## config.mk

```make
export PLATFORM = sky130hd
export DESIGN_NAME = uvll_sqrt
export DESIGN_NICKNAME = d
export VERILOG_FILES = /design/src/rtl/uvll_pkg.sv /design/src/rtl/uvll_sqrt.sv
export SDC_FILE = /design/constraint.sdc
export NUM_CORES = 1
export LEC_CHECK = 0
export ABC_AREA = 1
export BUFFER_PORTS_ARGS = -buffer_cell sky130_fd_sc_hd__clkbuf_2
export CAP_MARGIN = 0
export CORE_AREA = 2 2 221 223
export CTS_CLUSTER_SIZE = 24
export DETAILED_ROUTE_END_ITERATION = 12
export DIE_AREA = 0 0 223 225
export GPL_ROUTABILITY_DRIVEN = 0
export SLEW_MARGIN = 30
export SYNTH_ARGS = -nofsm -noshare
export SYNTH_HDL_FRONTEND = slang
export SYNTH_SLANG_ARGS = --single-unit
```

## constraint.sdc

```tcl
create_clock -name clk -period 11.9 [get_ports clk]
set_input_delay 1.19 -clock clk [delete_from_list [all_inputs] [get_ports clk]]
set_output_delay 1.19 -clock clk [all_outputs]
set_load 0.03 [all_outputs]
```

## src/rtl/uvll_pkg.sv

```systemverilog
// ----------------------------------------------------------------------------
// uvll_pkg
// Shared constants and the arctangent table for the lat/lon converter.
// ----------------------------------------------------------------------------
package uvll_pkg;

    localparam int ANGLE_W      = 24;
    localparam int ATAN_ENTRIES = 24;
    localparam logic signed [ANGLE_W-1:0] DEG90 = 24'sd2949120;
    localparam logic signed [14:0] LAT_MAX = 15'sd11520;
    localparam logic signed [15:0] LON_MAX = 16'sd23040;
    localparam logic [15:0] POLE_THRESHOLD_RESET = 16'd268;
    localparam logic [1:0] REG_POLE_THRESHOLD = 2'd0;

    // arctangent of 2^-i in 1/32768 degree
    function automatic logic signed [ANGLE_W-1:0] atan_entry(input int i);
        logic signed [ANGLE_W-1:0] t;
        begin
            case (i)
                0:  t = 24'sd1474560;
                1:  t = 24'sd870484;
                2:  t = 24'sd459940;
                3:  t = 24'sd233473;
                4:  t = 24'sd117189;
                5:  t = 24'sd58652;
                6:  t = 24'sd29333;
                7:  t = 24'sd14667;
                8:  t = 24'sd7334;
                9:  t = 24'sd3667;
                10: t = 24'sd1833;
                11: t = 24'sd917;
                12: t = 24'sd458;
                13: t = 24'sd229;
                14: t = 24'sd115;
                15: t = 24'sd57;
                16: t = 24'sd29;
                17: t = 24'sd14;
                18: t = 24'sd7;
                19: t = 24'sd4;
                20: t = 24'sd2;
                21: t = 24'sd1;
                default: t = '0;
            endcase
            return t;
        end
    endfunction

endpackage

```

## src/rtl/uvll_sqrt.sv

```systemverilog
// ----------------------------------------------------------------------------
// uvll_sqrt
// Pipelined integer square root, two result bits per stage.
// ----------------------------------------------------------------------------
module uvll_sqrt #(
    parameter int TAG_W = 1
) (
    input  logic             clk,
    input  logic             rst_n,
    input  logic             adv,
    input  logic             in_valid,
    input  logic [28:0]      radicand,
    input  logic [TAG_W-1:0] in_tag,
    output logic             out_valid,
    output logic [14:0]      root,
    output logic [TAG_W-1:0] out_tag
);
    import uvll_pkg::*;

    localparam int STEPS = 15;
    localparam int PER   = 2;
    localparam int NST   = (STEPS + PER - 1) / PER;

    logic [NST:0]       vld_reg;
    logic [29:0]        rem_reg  [NST+1];
    logic [14:0]        res_reg  [NST+1];
    logic [TAG_W-1:0]   tag_reg  [NST+1];

    always_comb
    begin
        rem_reg[0] = {1'b0, radicand};
        res_reg[0] = '0;
        tag_reg[0] = in_tag;
        vld_reg[0] = in_valid;
    end

    // digit-by-digit: step k tests result bit (14-k)
    for (genvar s = 0; s < NST; s++) begin : g_st
        logic [29:0] rem_next;
        logic [14:0] res_next;
        always_comb
        begin
            logic [29:0] trial;
            trial    = '0;
            rem_next = rem_reg[s];
            res_next = res_reg[s];
            for (int j = 0; j < PER; j++) begin
                if (s * PER + j < STEPS) begin
                    trial = ({15'd0, res_next} << ((14 - (s * PER + j)) + 1))
                          | (30'd1 << (2 * (14 - (s * PER + j))));
                    if (rem_next >= trial) begin
                        rem_next = rem_next - trial;
                        res_next = res_next | (15'd1 << (14 - (s * PER + j)));
                    end
                end
            end
        end
        always_ff @(posedge clk or negedge rst_n)
        begin
            if (!rst_n)
                vld_reg[s+1] <= 1'b0;
            else if (adv)
                vld_reg[s+1] <= vld_reg[s];
        end
        always_ff @(posedge clk)
        begin
            if (adv) begin
                rem_reg[s+1] <= rem_next;
                res_reg[s+1] <= res_next;
                tag_reg[s+1] <= tag_reg[s];
            end
        end
    end

    assign out_valid = vld_reg[NST];
    assign root      = res_reg[NST];
    assign out_tag   = tag_reg[NST];

endmodule

```

==> flow_summary.json <==
{
  "critPathTopFamily": "simple AND/OR/NAND/NOR gates",
  "syn-num-nets": 2877,
  "finClkSkew_ps": 39.1,
  "numCtsBuffers": 37,
  "ys_types": 52,
  "rr_endpoint": "rem_reg[46]",
  "synth-warning-count": 0,
  "post_cts_buffers": 0,
  "synth_seq_cells": 297,
  "ys_seq_area_frac": 0.419,
  "synth_flop_cell": "edfxtp_1",
  "htree_levels": 2,
  "postCtsHoldBufs": 0,
  "clk_pin_slew_ps": 60,
  "p_leak_uw": 0.0106,
  "slowest_delay_ps": 630,
  "slew_headroom": 0.382,
  "fin_setup_tns_ps": 0,
  "cp_cell_sequence": "ha_1 -> a21oi_2 -> nand2_1 -> nor2_4 -> nand2_2 -> nor2_4 -> nand2_4 -> inv_1 -> o21ai_0 -> ha_1 -> a21oi_1 -> inv_1 -> a21oi_1 -> inv_1 -> a21oi_1 -> nand2_1 -> a21oi_1 -> nand2_1 -> o21ai_1 -> nand2_1",
  "r2r_slack_ps": 6780,
  "worstHoldEndpoint": "out_tag",
  "cp_num_buf_inv": 3,
  "final_nets": 2942,
  "finalHoldViolCount": 0,
  "fillers": 4576,
  "p_sw_uw": 2240,
  "yosysTopAreaCellShare": 0.409,
  "clkLatencyLatePin_ps": 570,
  "final_layout_size_suffix_gt1_frac": 0.0965,
  "place_area_um2": 22000,
  "die_y_um": 225,
  "grt.overflow.total": 0,
  "wire_per_inst_um": 15.6,
  "p_sw_frac": 0.433,
  "dieArea_um2": 50200,
  "cp_slowest_cell": "inv_1",
  "p_per_area_nw_per_um2": 222,
  "cts.sinks": 297,
  "maxCapViolations": 0,
  "internal_power_uw": 2940,
  "track_usage": 0.214,
  "outcome": "completed",
  "crit_type": "reg -> reg",
  "cp_max_fo": 25,
  "worstPathArrival_ps": 5430,
  "reg2reg_from": "rem_reg[77]",
  "vdd_drop_max_mv": 0.133,
  "crit_path_end_kind": "flop",
  "synth_cells": 2706,
  "coreArea_um2": 47500,
  "fin_util": 0.491,
  "totalWireLength_um": 53300,
  "synthToLayoutAreaGrowth_pct": 10.1,
  "die-width_um": 223,
  "yosys-top-cells-area": "edfxtp_1 41%, nand2_1 14%, ha_1 8.1%",
  "worst_pin_slew_ps": 928,
  "period_share": 0.430,
  "synth.avg_cell_area_um2": 7.83,
  "hold_depth": 0,
  "diodes": 0,
  "ff2ff_path_depth": 20,
  "fin_ws_ps": 6780,
  "cts_tree": "done",
  "place_ws_ps": 6870,
  "post_drt_via_cell_ratio": 5.23,
  "fin_area_um2": 23300,
  "io_pins": 51,
  "final_antenna_net_count": 0,
  "slew_violations": 0,
  "hpwl_um": 41900,
  "hold_start": "tag_reg[1]",
  "portBuffers": 50,
  "power_frac_clock": 0.221,
  "root_buffer": "clkbuf_16",
  "first_global_vias": 17185,
  "grt_pass1_wl_um": 86500,
  "layout_min_cycle_time_ps": 5120,
  "cts_resized": 0,
  "drc": 0,
  "initial_utilization": 0.446,
  "cp.required_ps": 12210,
  "largest_reg_flops": 210,
  "netlist_area_um2": 21200,
  "drtIter0Drc": 1330,
  "synthArstFlopShare": 0.0269,
  "rsz0062_at_grt": "false",
  "core.rowCount": 80,
  "p_seq_frac": 0.305,
  "hp-class": "reg -> reg",
  "p_comb_frac": 0.474,
  "antenna_found_initial": 0,
  "setup-violations-final": 0,
  "grt_max_degree": 184,
  "synth_edf_count": 289,
  "clockBufferDepth": 3,
  "vias": 17854,
  "synth_top_area_cell": "edfxtp_1",
  "power.total_uw": 5180,
  "max_freq_mhz": 195,
  "detail_route.first_pass.iterations": 6,
  "cp-start-kind": "flop"
}
-- logic make-up (layout without fill, tap and decap cells) --
group | count (synthesis) | count (layout) | synth area share
flip-flops | 297 | 297 | 0.419
XOR/XNOR | 87 | 87 | 0.0360
adder cells (fa/ha/maj) | 137 | 137 | 0.0809
AND/OR/NAND/NOR | 1468 | 1468 | 0.305
multiplexers | 2 | 2 | 0.00106
buffers and inverters | 413 | 506 | 0.0783
AO/OA/AOI/OAI | 302 | 302 | 0.0799
-- cell usage after synthesis, types with 16 or more instances --
| cell | count |
|---|---|
| nand2_2 | 31 |
| edfxtp_1 | 289 |
| a21oi_1 | 120 |
| nand2_1 | 784 |
| inv_2 | 27 |
| nor2_4 | 17 |
| a21oi_2 | 18 |
| or2_2 | 16 |
| o21ai_0 | 104 |
| xnor2_1 | 29 |
| nor3_1 | 29 |
| nor2_1 | 271 |
| xor2_1 | 58 |
| nand4_1 | 60 |
| inv_1 | 355 |
| nand3_1 | 193 |
| o21ai_1 | 21 |
| ha_1 | 137 |
-- cell type report --
class	count	area, um^2	share of cell area
Clock buffer	39	955	0.0409
Inverter	386	1450	0.0622
Clock inverter	28	302	0.0129
Timing Repair Buffer	53	315	0.0135
Sequential cell	297	8880	0.381
Tap cell	615	769	0.0330
Multi-Input combinational cell	1996	10700	0.457
-- power by group through the flow --
stage	sequential (uW)	clock (uW)	combinational [uW]
after detailed placement	1600	0	2420
after global routing	1600	1220	2790
after floorplan	1540	0	1890
after global placement	1600	0	2390
after CTS	1580	1180	2430
final	1580	1150	2450
-- how the worst max path moves through the flow --
stage,start,endpoint,slack [ps],depth (start not counted)
final,rem_reg[77],rem_reg[46],6780,20
after global routing,res_reg[42],rem_reg[34],6340,23
after CTS,res_reg[42],rem_reg[46],6870,23
after detailed placement,res_reg[42],rem_reg[46],6870,23
after global placement,res_reg[38],rem_reg[34],7030,23
after floorplan,rem_reg[76],rem_reg[47],8100,26
-- cells in the final DEF (no fill, tap or decap), types with 9 or more instances in the layout --
| master | count |
|---|---|
| clkinv_1 | 9 |
| nand2_2 | 31 |
| nor2_4 | 17 |
| nand3_2 | 11 |
| nor2_1 | 271 |
| xor2_1 | 58 |
| nor4_1 | 12 |
| inv_1 | 355 |
| xnor2_1 | 29 |
| nand3b_1 | 10 |
| o21ai_0 | 104 |
| nor3_1 | 29 |
| nand2_1 | 784 |
| a21oi_1 | 120 |
| ha_1 | 137 |
| edfxtp_1 | 289 |
| or2_2 | 16 |
| a21oi_2 | 18 |
| o21ai_1 | 21 |
| inv_2 | 27 |
| nand3_1 | 193 |
| clkbuf_16 | 38 |
| nor2_2 | 15 |
| nand4_1 | 60 |
| clkbuf_2 | 49 |
-- worst reg2reg max path, stage by stage (launching register included) --
cell and delay, ps:
edfxtp_1 390, ha_1 400, a21oi_2 200, nand2_1 150, nor2_4 140, nand2_2 70, nor2_4 160, nand2_4 230
inv_1 630, o21ai_0 250, ha_1 410, a21oi_1 230, inv_1 100, a21oi_1 200, inv_1 90, a21oi_1 130
nand2_1 110, a21oi_1 140, nand2_1 490, o21ai_1 270, nand2_1 70
-- layer usage --
metal  vias up  track usage  share of wire
met1      8207        0.262           0.43
li1       9082            -              -
met4         0       0.0842          0.036
met3       113       0.0293          0.044
met2       452        0.382           0.49
met5         -            0              0
-- per-stage QoR --
stage                     hold slack, ps  std cells
after global placement               402       3346
final                                405       3414
after global routing                 433       3414
after CTS                            413       3413
after floorplan                      400       2706
after detailed placement             405       3346
Note: power is estimated with default switching activity, not from simulation.
