`src/rtl/uvll_pkg.sv`:
```
// ----------------------------------------------------------------------------
// uvll_pkg
// Shared constants and the arctangent table for the lat/lon converter.
// ----------------------------------------------------------------------------
package uvll_pkg;

    localparam int ANGLE_W      = 24;
    localparam int ATAN_ENTRIES = 24;
    localparam logic signed [ANGLE_W-1:0] DEG90 = 24'sd2949120;
    localparam logic signed [14:0] LAT_MAX = 15'sd11520;
    localparam logic signed [15:0] LON_MAX = 16'sd23040;
    localparam logic [15:0] POLE_THRESHOLD_RESET = 16'd268;
    localparam logic [1:0] REG_POLE_THRESHOLD = 2'd0;

    // arctangent of 2^-i in 1/32768 degree
    function automatic logic signed [ANGLE_W-1:0] atan_entry(input int i);
        logic signed [ANGLE_W-1:0] t;
        begin
            case (i)
                0:  t = 24'sd1474560;
                1:  t = 24'sd870484;
                2:  t = 24'sd459940;
                3:  t = 24'sd233473;
                4:  t = 24'sd117189;
                5:  t = 24'sd58652;
                6:  t = 24'sd29333;
                7:  t = 24'sd14667;
                8:  t = 24'sd7334;
                9:  t = 24'sd3667;
                10: t = 24'sd1833;
                11: t = 24'sd917;
                12: t = 24'sd458;
                13: t = 24'sd229;
                14: t = 24'sd115;
                15: t = 24'sd57;
                16: t = 24'sd29;
                17: t = 24'sd14;
                18: t = 24'sd7;
                19: t = 24'sd4;
                20: t = 24'sd2;
                21: t = 24'sd1;
                default: t = '0;
            endcase
            return t;
        end
    endfunction

endpackage

```
`src/rtl/uvll_cordic.sv`:
```
// ----------------------------------------------------------------------------
// uvll_cordic
// Unrolled CORDIC vectoring pipeline: atan2(y, x), one rotation per stage.
// ----------------------------------------------------------------------------
module uvll_cordic #(
    parameter int STAGES = 16,
    parameter int CW     = 16,
    parameter int TAG_W  = 1
) (
    input  logic                                clk,
    input  logic                                rst_n,
    input  logic                                adv,
    input  logic                                in_valid,
    input  logic signed [CW-1:0]                xin,
    input  logic signed [CW-1:0]                yin,
    input  logic [TAG_W-1:0]                    in_tag,
    output logic                                out_valid,
    output logic signed [uvll_pkg::ANGLE_W-1:0] angle,
    output logic [TAG_W-1:0]                    out_tag
);
    import uvll_pkg::*;

    // operands are widened by 3 bits for growth through pre-rotation and gain
    localparam int DW = CW + 3;

    logic [STAGES:0]              vld_reg;
    logic signed [DW-1:0]         xv_reg [STAGES+1];
    logic signed [DW-1:0]         yv_reg [STAGES+1];
    logic signed [ANGLE_W-1:0]    a_reg  [STAGES+1];
    logic [TAG_W-1:0]             tag_reg[STAGES+1];

    logic signed [DW-1:0] xe, ye;
    assign xe = DW'(xin);
    assign ye = DW'(yin);

    // pre-rotation into the right half-plane
    always_ff @(posedge clk or negedge rst_n)
    begin
        if (!rst_n)
            vld_reg[0] <= 1'b0;
        else if (adv)
            vld_reg[0] <= in_valid;
    end
    always_ff @(posedge clk)
    begin
        if (adv) begin
            tag_reg[0] <= in_tag;
            if (xe < 0 && ye >= 0) begin
                xv_reg[0] <= ye;
                yv_reg[0] <= -xe;
                a_reg[0]  <= DEG90;
            end
            else if (xe < 0) begin
                xv_reg[0] <= -ye;
                yv_reg[0] <= xe;
                a_reg[0]  <= -DEG90;
            end
            else begin
                xv_reg[0] <= xe;
                yv_reg[0] <= ye;
                a_reg[0]  <= '0;
            end
        end
    end

    for (genvar i = 0; i < STAGES; i++) begin : g_rot
        logic signed [DW-1:0] dx, dy;
        assign dx = yv_reg[i] >>> i;
        assign dy = xv_reg[i] >>> i;
        always_ff @(posedge clk or negedge rst_n)
        begin
            if (!rst_n)
                vld_reg[i+1] <= 1'b0;
            else if (adv)
                vld_reg[i+1] <= vld_reg[i];
        end
        always_ff @(posedge clk)
        begin
            if (adv) begin
                tag_reg[i+1] <= tag_reg[i];
                if (yv_reg[i] >= 0) begin
                    xv_reg[i+1] <= xv_reg[i] + dx;
                    yv_reg[i+1] <= yv_reg[i] - dy;
                    a_reg[i+1]  <= a_reg[i] + atan_entry(i);
                end
                else begin
                    xv_reg[i+1] <= xv_reg[i] - dx;
                    yv_reg[i+1] <= yv_reg[i] + dy;
                    a_reg[i+1]  <= a_reg[i] - atan_entry(i);
                end
            end
        end
    end

    assign out_valid = vld_reg[STAGES];
    assign angle     = a_reg[STAGES];
    assign out_tag   = tag_reg[STAGES];

endmodule

```
`config.mk`:
```
export PLATFORM = sky130hd
export DESIGN_NAME = uvll_cordic
export DESIGN_NICKNAME = d
export VERILOG_FILES = /design/src/rtl/uvll_pkg.sv /design/src/rtl/uvll_cordic.sv
export SDC_FILE = /design/constraint.sdc
export NUM_CORES = 2
export LEC_CHECK = 0
export BUFFER_PORTS_ARGS = -buffer_cell sky130_fd_sc_hd__buf_2
export CORE_ASPECT_RATIO = 0.9
export CORE_MARGIN = 2
export CORE_UTILIZATION = 49
export CTS_CLUSTER_SIZE = 20
export DETAILED_ROUTE_END_ITERATION = 12
export HOLD_SLACK_MARGIN = 0.05
export PLACE_DENSITY = 0.63
export REMOVE_ABC_BUFFERS = 1
export SYNTH_ARGS = -nofsm -noshare
export SYNTH_HDL_FRONTEND = slang
export SYNTH_SLANG_ARGS = --single-unit
```
`constraint.sdc`:
```
create_clock -name clk -period 6.6 [get_ports clk]
set_clock_uncertainty 0.15 [all_clocks]
set_input_delay 0.33 -clock clk [delete_from_list [all_inputs] [get_ports clk]]
set_output_delay 0.33 -clock clk [all_outputs]
set_load 0.01 [all_outputs]
```
==> flow_metrics.env <==
export IMPL_status="complete, no violations"
export IMPL_slew_violations=0
export IMPL_antenna_found_initial=0
export IMPL_hold_ws_ps=188
export IMPL_critPathLaunchType="input pin"
export IMPL_worstReg2RegStart="yv_reg[9][18]"
export IMPL_viasPerCell=5.71
export IMPL_ys_flop_type="edfxtp_1"
export IMPL_die_w_um=413
export IMPL_chipHeight_um=372
export IMPL_tightest_slew_ps=1170
export IMPL_num_rows=135
export IMPL_crit_family="compound AO/OA/AOI/OAI gates"
export IMPL_ys_ff_latch=930
export IMPL_largest_register_ffs=340
export IMPL_rsz0062_at_grt="no"
export IMPL_dieArea_um2=154000
export IMPL_slowest_delay_ps=560
export IMPL_syn_area_um2=73800
export IMPL_grt_max_degree=89
export IMPL_relSlewSlack_pct=22.1
export IMPL_yosysWarnings=0
export IMPL_fin_nets=8607
export IMPL_critPathMaxFanout=58
export IMPL_first_pass_iters=6
export IMPL_cts_num_sinks=930
export IMPL_coreArea_um2=150000
export IMPL_diodes=0
export IMPL_cap_violations=0
export IMPL_syn_inst=7477
export IMPL_synth_edf_count=913
export IMPL_report_final_setup_viol=0
export IMPL_drt_iter0_drc=3851
export IMPL_async_flop_share_pct=1.83
export IMPL_grt_pass1_wl_um=276000
export IMPL_hold_violations=0
export IMPL_path_class="in2reg"
export IMPL_initial_utilization_pct=49.2
export IMPL_seq_area_frac_synth_pct=37.7
export IMPL_ant_nets=0
export IMPL_wirelength_um=171000
export IMPL_path_buf_inv=5
export IMPL_critPathCaptureType="register"
export IMPL_cp_slowest_cell="dlygate4sd3_1"
export IMPL_r2r_slack_ps=1860
export IMPL_path_depth=17
export IMPL_cts_tree="done"
export IMPL_hold_path_cell_count=2
export IMPL_io_buffers=61
export IMPL_gp_congestion=0.885
export IMPL_final_setup_tns_ps=0
export IMPL_numCtsBuffers=107
export IMPL_grt_pass1_vias=52700
export IMPL_avgRoutedWirePerCell_um=17.6
export IMPL_netlist_cell_type_count=85
export IMPL_worstPathCellList="dlygate4sd3_1, buf_8, nand2_1, buf_4, inv_1, buf_4, a21oi_1, xor2_1, ha_1, a41oi_1, o21ai_0, o31ai_1, o21ai_0, o41ai_1, o211ai_1, o311ai_0, xnor2_1"
export IMPL_avgSynthCellArea_um2=9.87
export IMPL_wl_met1_um=81900
export IMPL_finalCriticalPeriod_ps=4990
export IMPL_synthToLayoutAreaGrowth_pct=9.24
export IMPL_fin_cells=9697
export IMPL_clock_fmax_ghz=0.200
export IMPL_vias=55400
export IMPL_r2r_cells=13
export IMPL_worstPathRequired_ps=6900
export IMPL_clockBufferDepth=3
export IMPL_worstPathArrival_ps=5300
export IMPL_cts_root_buf="clkbuf_16"
export IMPL_dp_cells=9446
export IMPL_drc=0
export IMPL_num_io_pins=63
export IMPL_post_cts_buffers=0
export IMPL_layout_worst_path_cycle_share_pct=75.7
export IMPL_drive_above_1_share_pct=4.77
export IMPL_highest_layer="met4"
export IMPL_dp_hpwl_um=133000
export IMPL_clk_pin_slew_worst_paths_ps=60
export IMPL_wl_met2_um=78900
export IMPL_htree_levels=3
export IMPL_clock_latency_ps=720
export IMPL_min_from="in_tag"
export IMPL_grt_overflow=0
export IMPL_grtUsageTotal_pct=21.9
export IMPL_hold_path_class="in2reg"
export IMPL_dr_wl_met3_um=6270
export IMPL_r2r_end="a_reg[10][20]"
export IMPL_hold_path_endpoint="tag_reg[0][0]"
-- layout by cell type, fill, tap and decap left out, types with 26 or more instances in the layout --
master           n
or3_1           65
nor4_1          37
ha_1           906
o21a_1          99
o41ai_1         44
o31ai_1         84
buf_4           44
a211oi_1        53
o21ai_0        389
a21oi_1        627
nand4_1         36
clkbuf_16      110
mux2i_1         39
nand2b_1       113
a21boi_0        36
a211o_1         28
nor3_1         217
a21o_1         253
xnor2_1        668
nor2_1         605
nor2b_1        119
o211ai_1        40
xor2_1         313
nand3_1        157
a31oi_1         66
edfxtp_1       913
o21bai_1        79
clkinv_1        28
dlygate4sd3_1   55
or2_2           26
and3_1          69
nand2_1        451
buf_2           60
inv_1          384
fa_1            40
and2_1          47
-- logic make-up after synthesis --
kind of cell | count (synthesis) | synth area share [%]
other cells | 1 | 0.00508
flops | 930 | 37.7
simple gates | 2022 | 13.1
fa+ha+maj | 946 | 16.4
mux | 63 | 0.895
xor+xnor | 981 | 11.6
buf+inv | 513 | 2.61
compound gates | 2021 | 17.6
-- metal layers --
| layer | global-route usage (%) | vias to the layer above |
|---|---|---|
| li1 | - | 27900 |
| met1 | 30.4 | 26200 |
| met2 | 36.4 | 1057 |
| met3 | 2.45 | 234 |
| met4 | 5.29 | 0 |
| met5 | 0 | - |
-- how the worst max path moves through the flow --
stage	from	end	slack, ps
finish	adv	yv_reg[3][17]	1610
global route	adv	a_reg[15][23]	1280
CTS	adv	a_reg[15][23]	1650
detailed placement	adv	a_reg[15][23]	1480
global placement	adv	a_reg[15][23]	1500
floorplan	yv_reg[10][18]	a_reg[11][20]	1910
-- Yosys cell counts, types with 39 or more instances --
cell        n  area share, %
o21ai_0   389            2.6
o21bai_1   79           0.80
nand3_1   157            1.1
o211ai_1   40           0.41
inv_1     384            2.0
or3_1      65           0.55
edfxtp_1  913             37
a21oi_1   627            4.3
xor2_1    313            3.7
clkbuf_1  110           0.56
and2_1     47           0.40
a31oi_1    66           0.56
nand2b_1  113           0.96
o31ai_1    84           0.85
a211oi_1   53           0.54
xnor2_1   668            7.9
nand2_1   451            2.3
a21o_1    253            2.6
mux2i_1    39           0.53
nor3_1    217            1.5
o21a_1     99            1.0
nor2b_1   120            1.0
and3_1     69           0.58
nor2_1    605            3.1
o41ai_1    44           0.52
fa_1       40            1.1
ha_1      906             15
-- final cells by class --
cell class | count | area (um^2)
clock buffers | 123 | 2820
repair buffers | 160 | 1200
flip-flops and latches | 930 | 27800
fillers | 13300 | 69300
well taps | 1986 | 2480
inverters | 391 | 1470
multi-input cells | 6034 | 44100
clock inverters | 73 | 777
-- through the flow --
stage / util (%) / setup slack (ps) / instance area (um^2)
floorplan: - / 1910 / 73400
global placement: 51.0 / 1500 / 76500
detailed placement: 51.0 / 1480 / 76500
CTS: 53.8 / 1650 / 80600
global route: 53.8 / 1280 / 80600
finish: 53.8 / 1610 / 80600
-- what timing repair did --
action                    CTS  global route
resized for setup           0             0
hold endpoints to repair   90             0
hold buffers               55             0
Power is left out: the tool's default activity adds up to more than one toggle a clock period on the data nets, which glitch-free logic cannot reach.
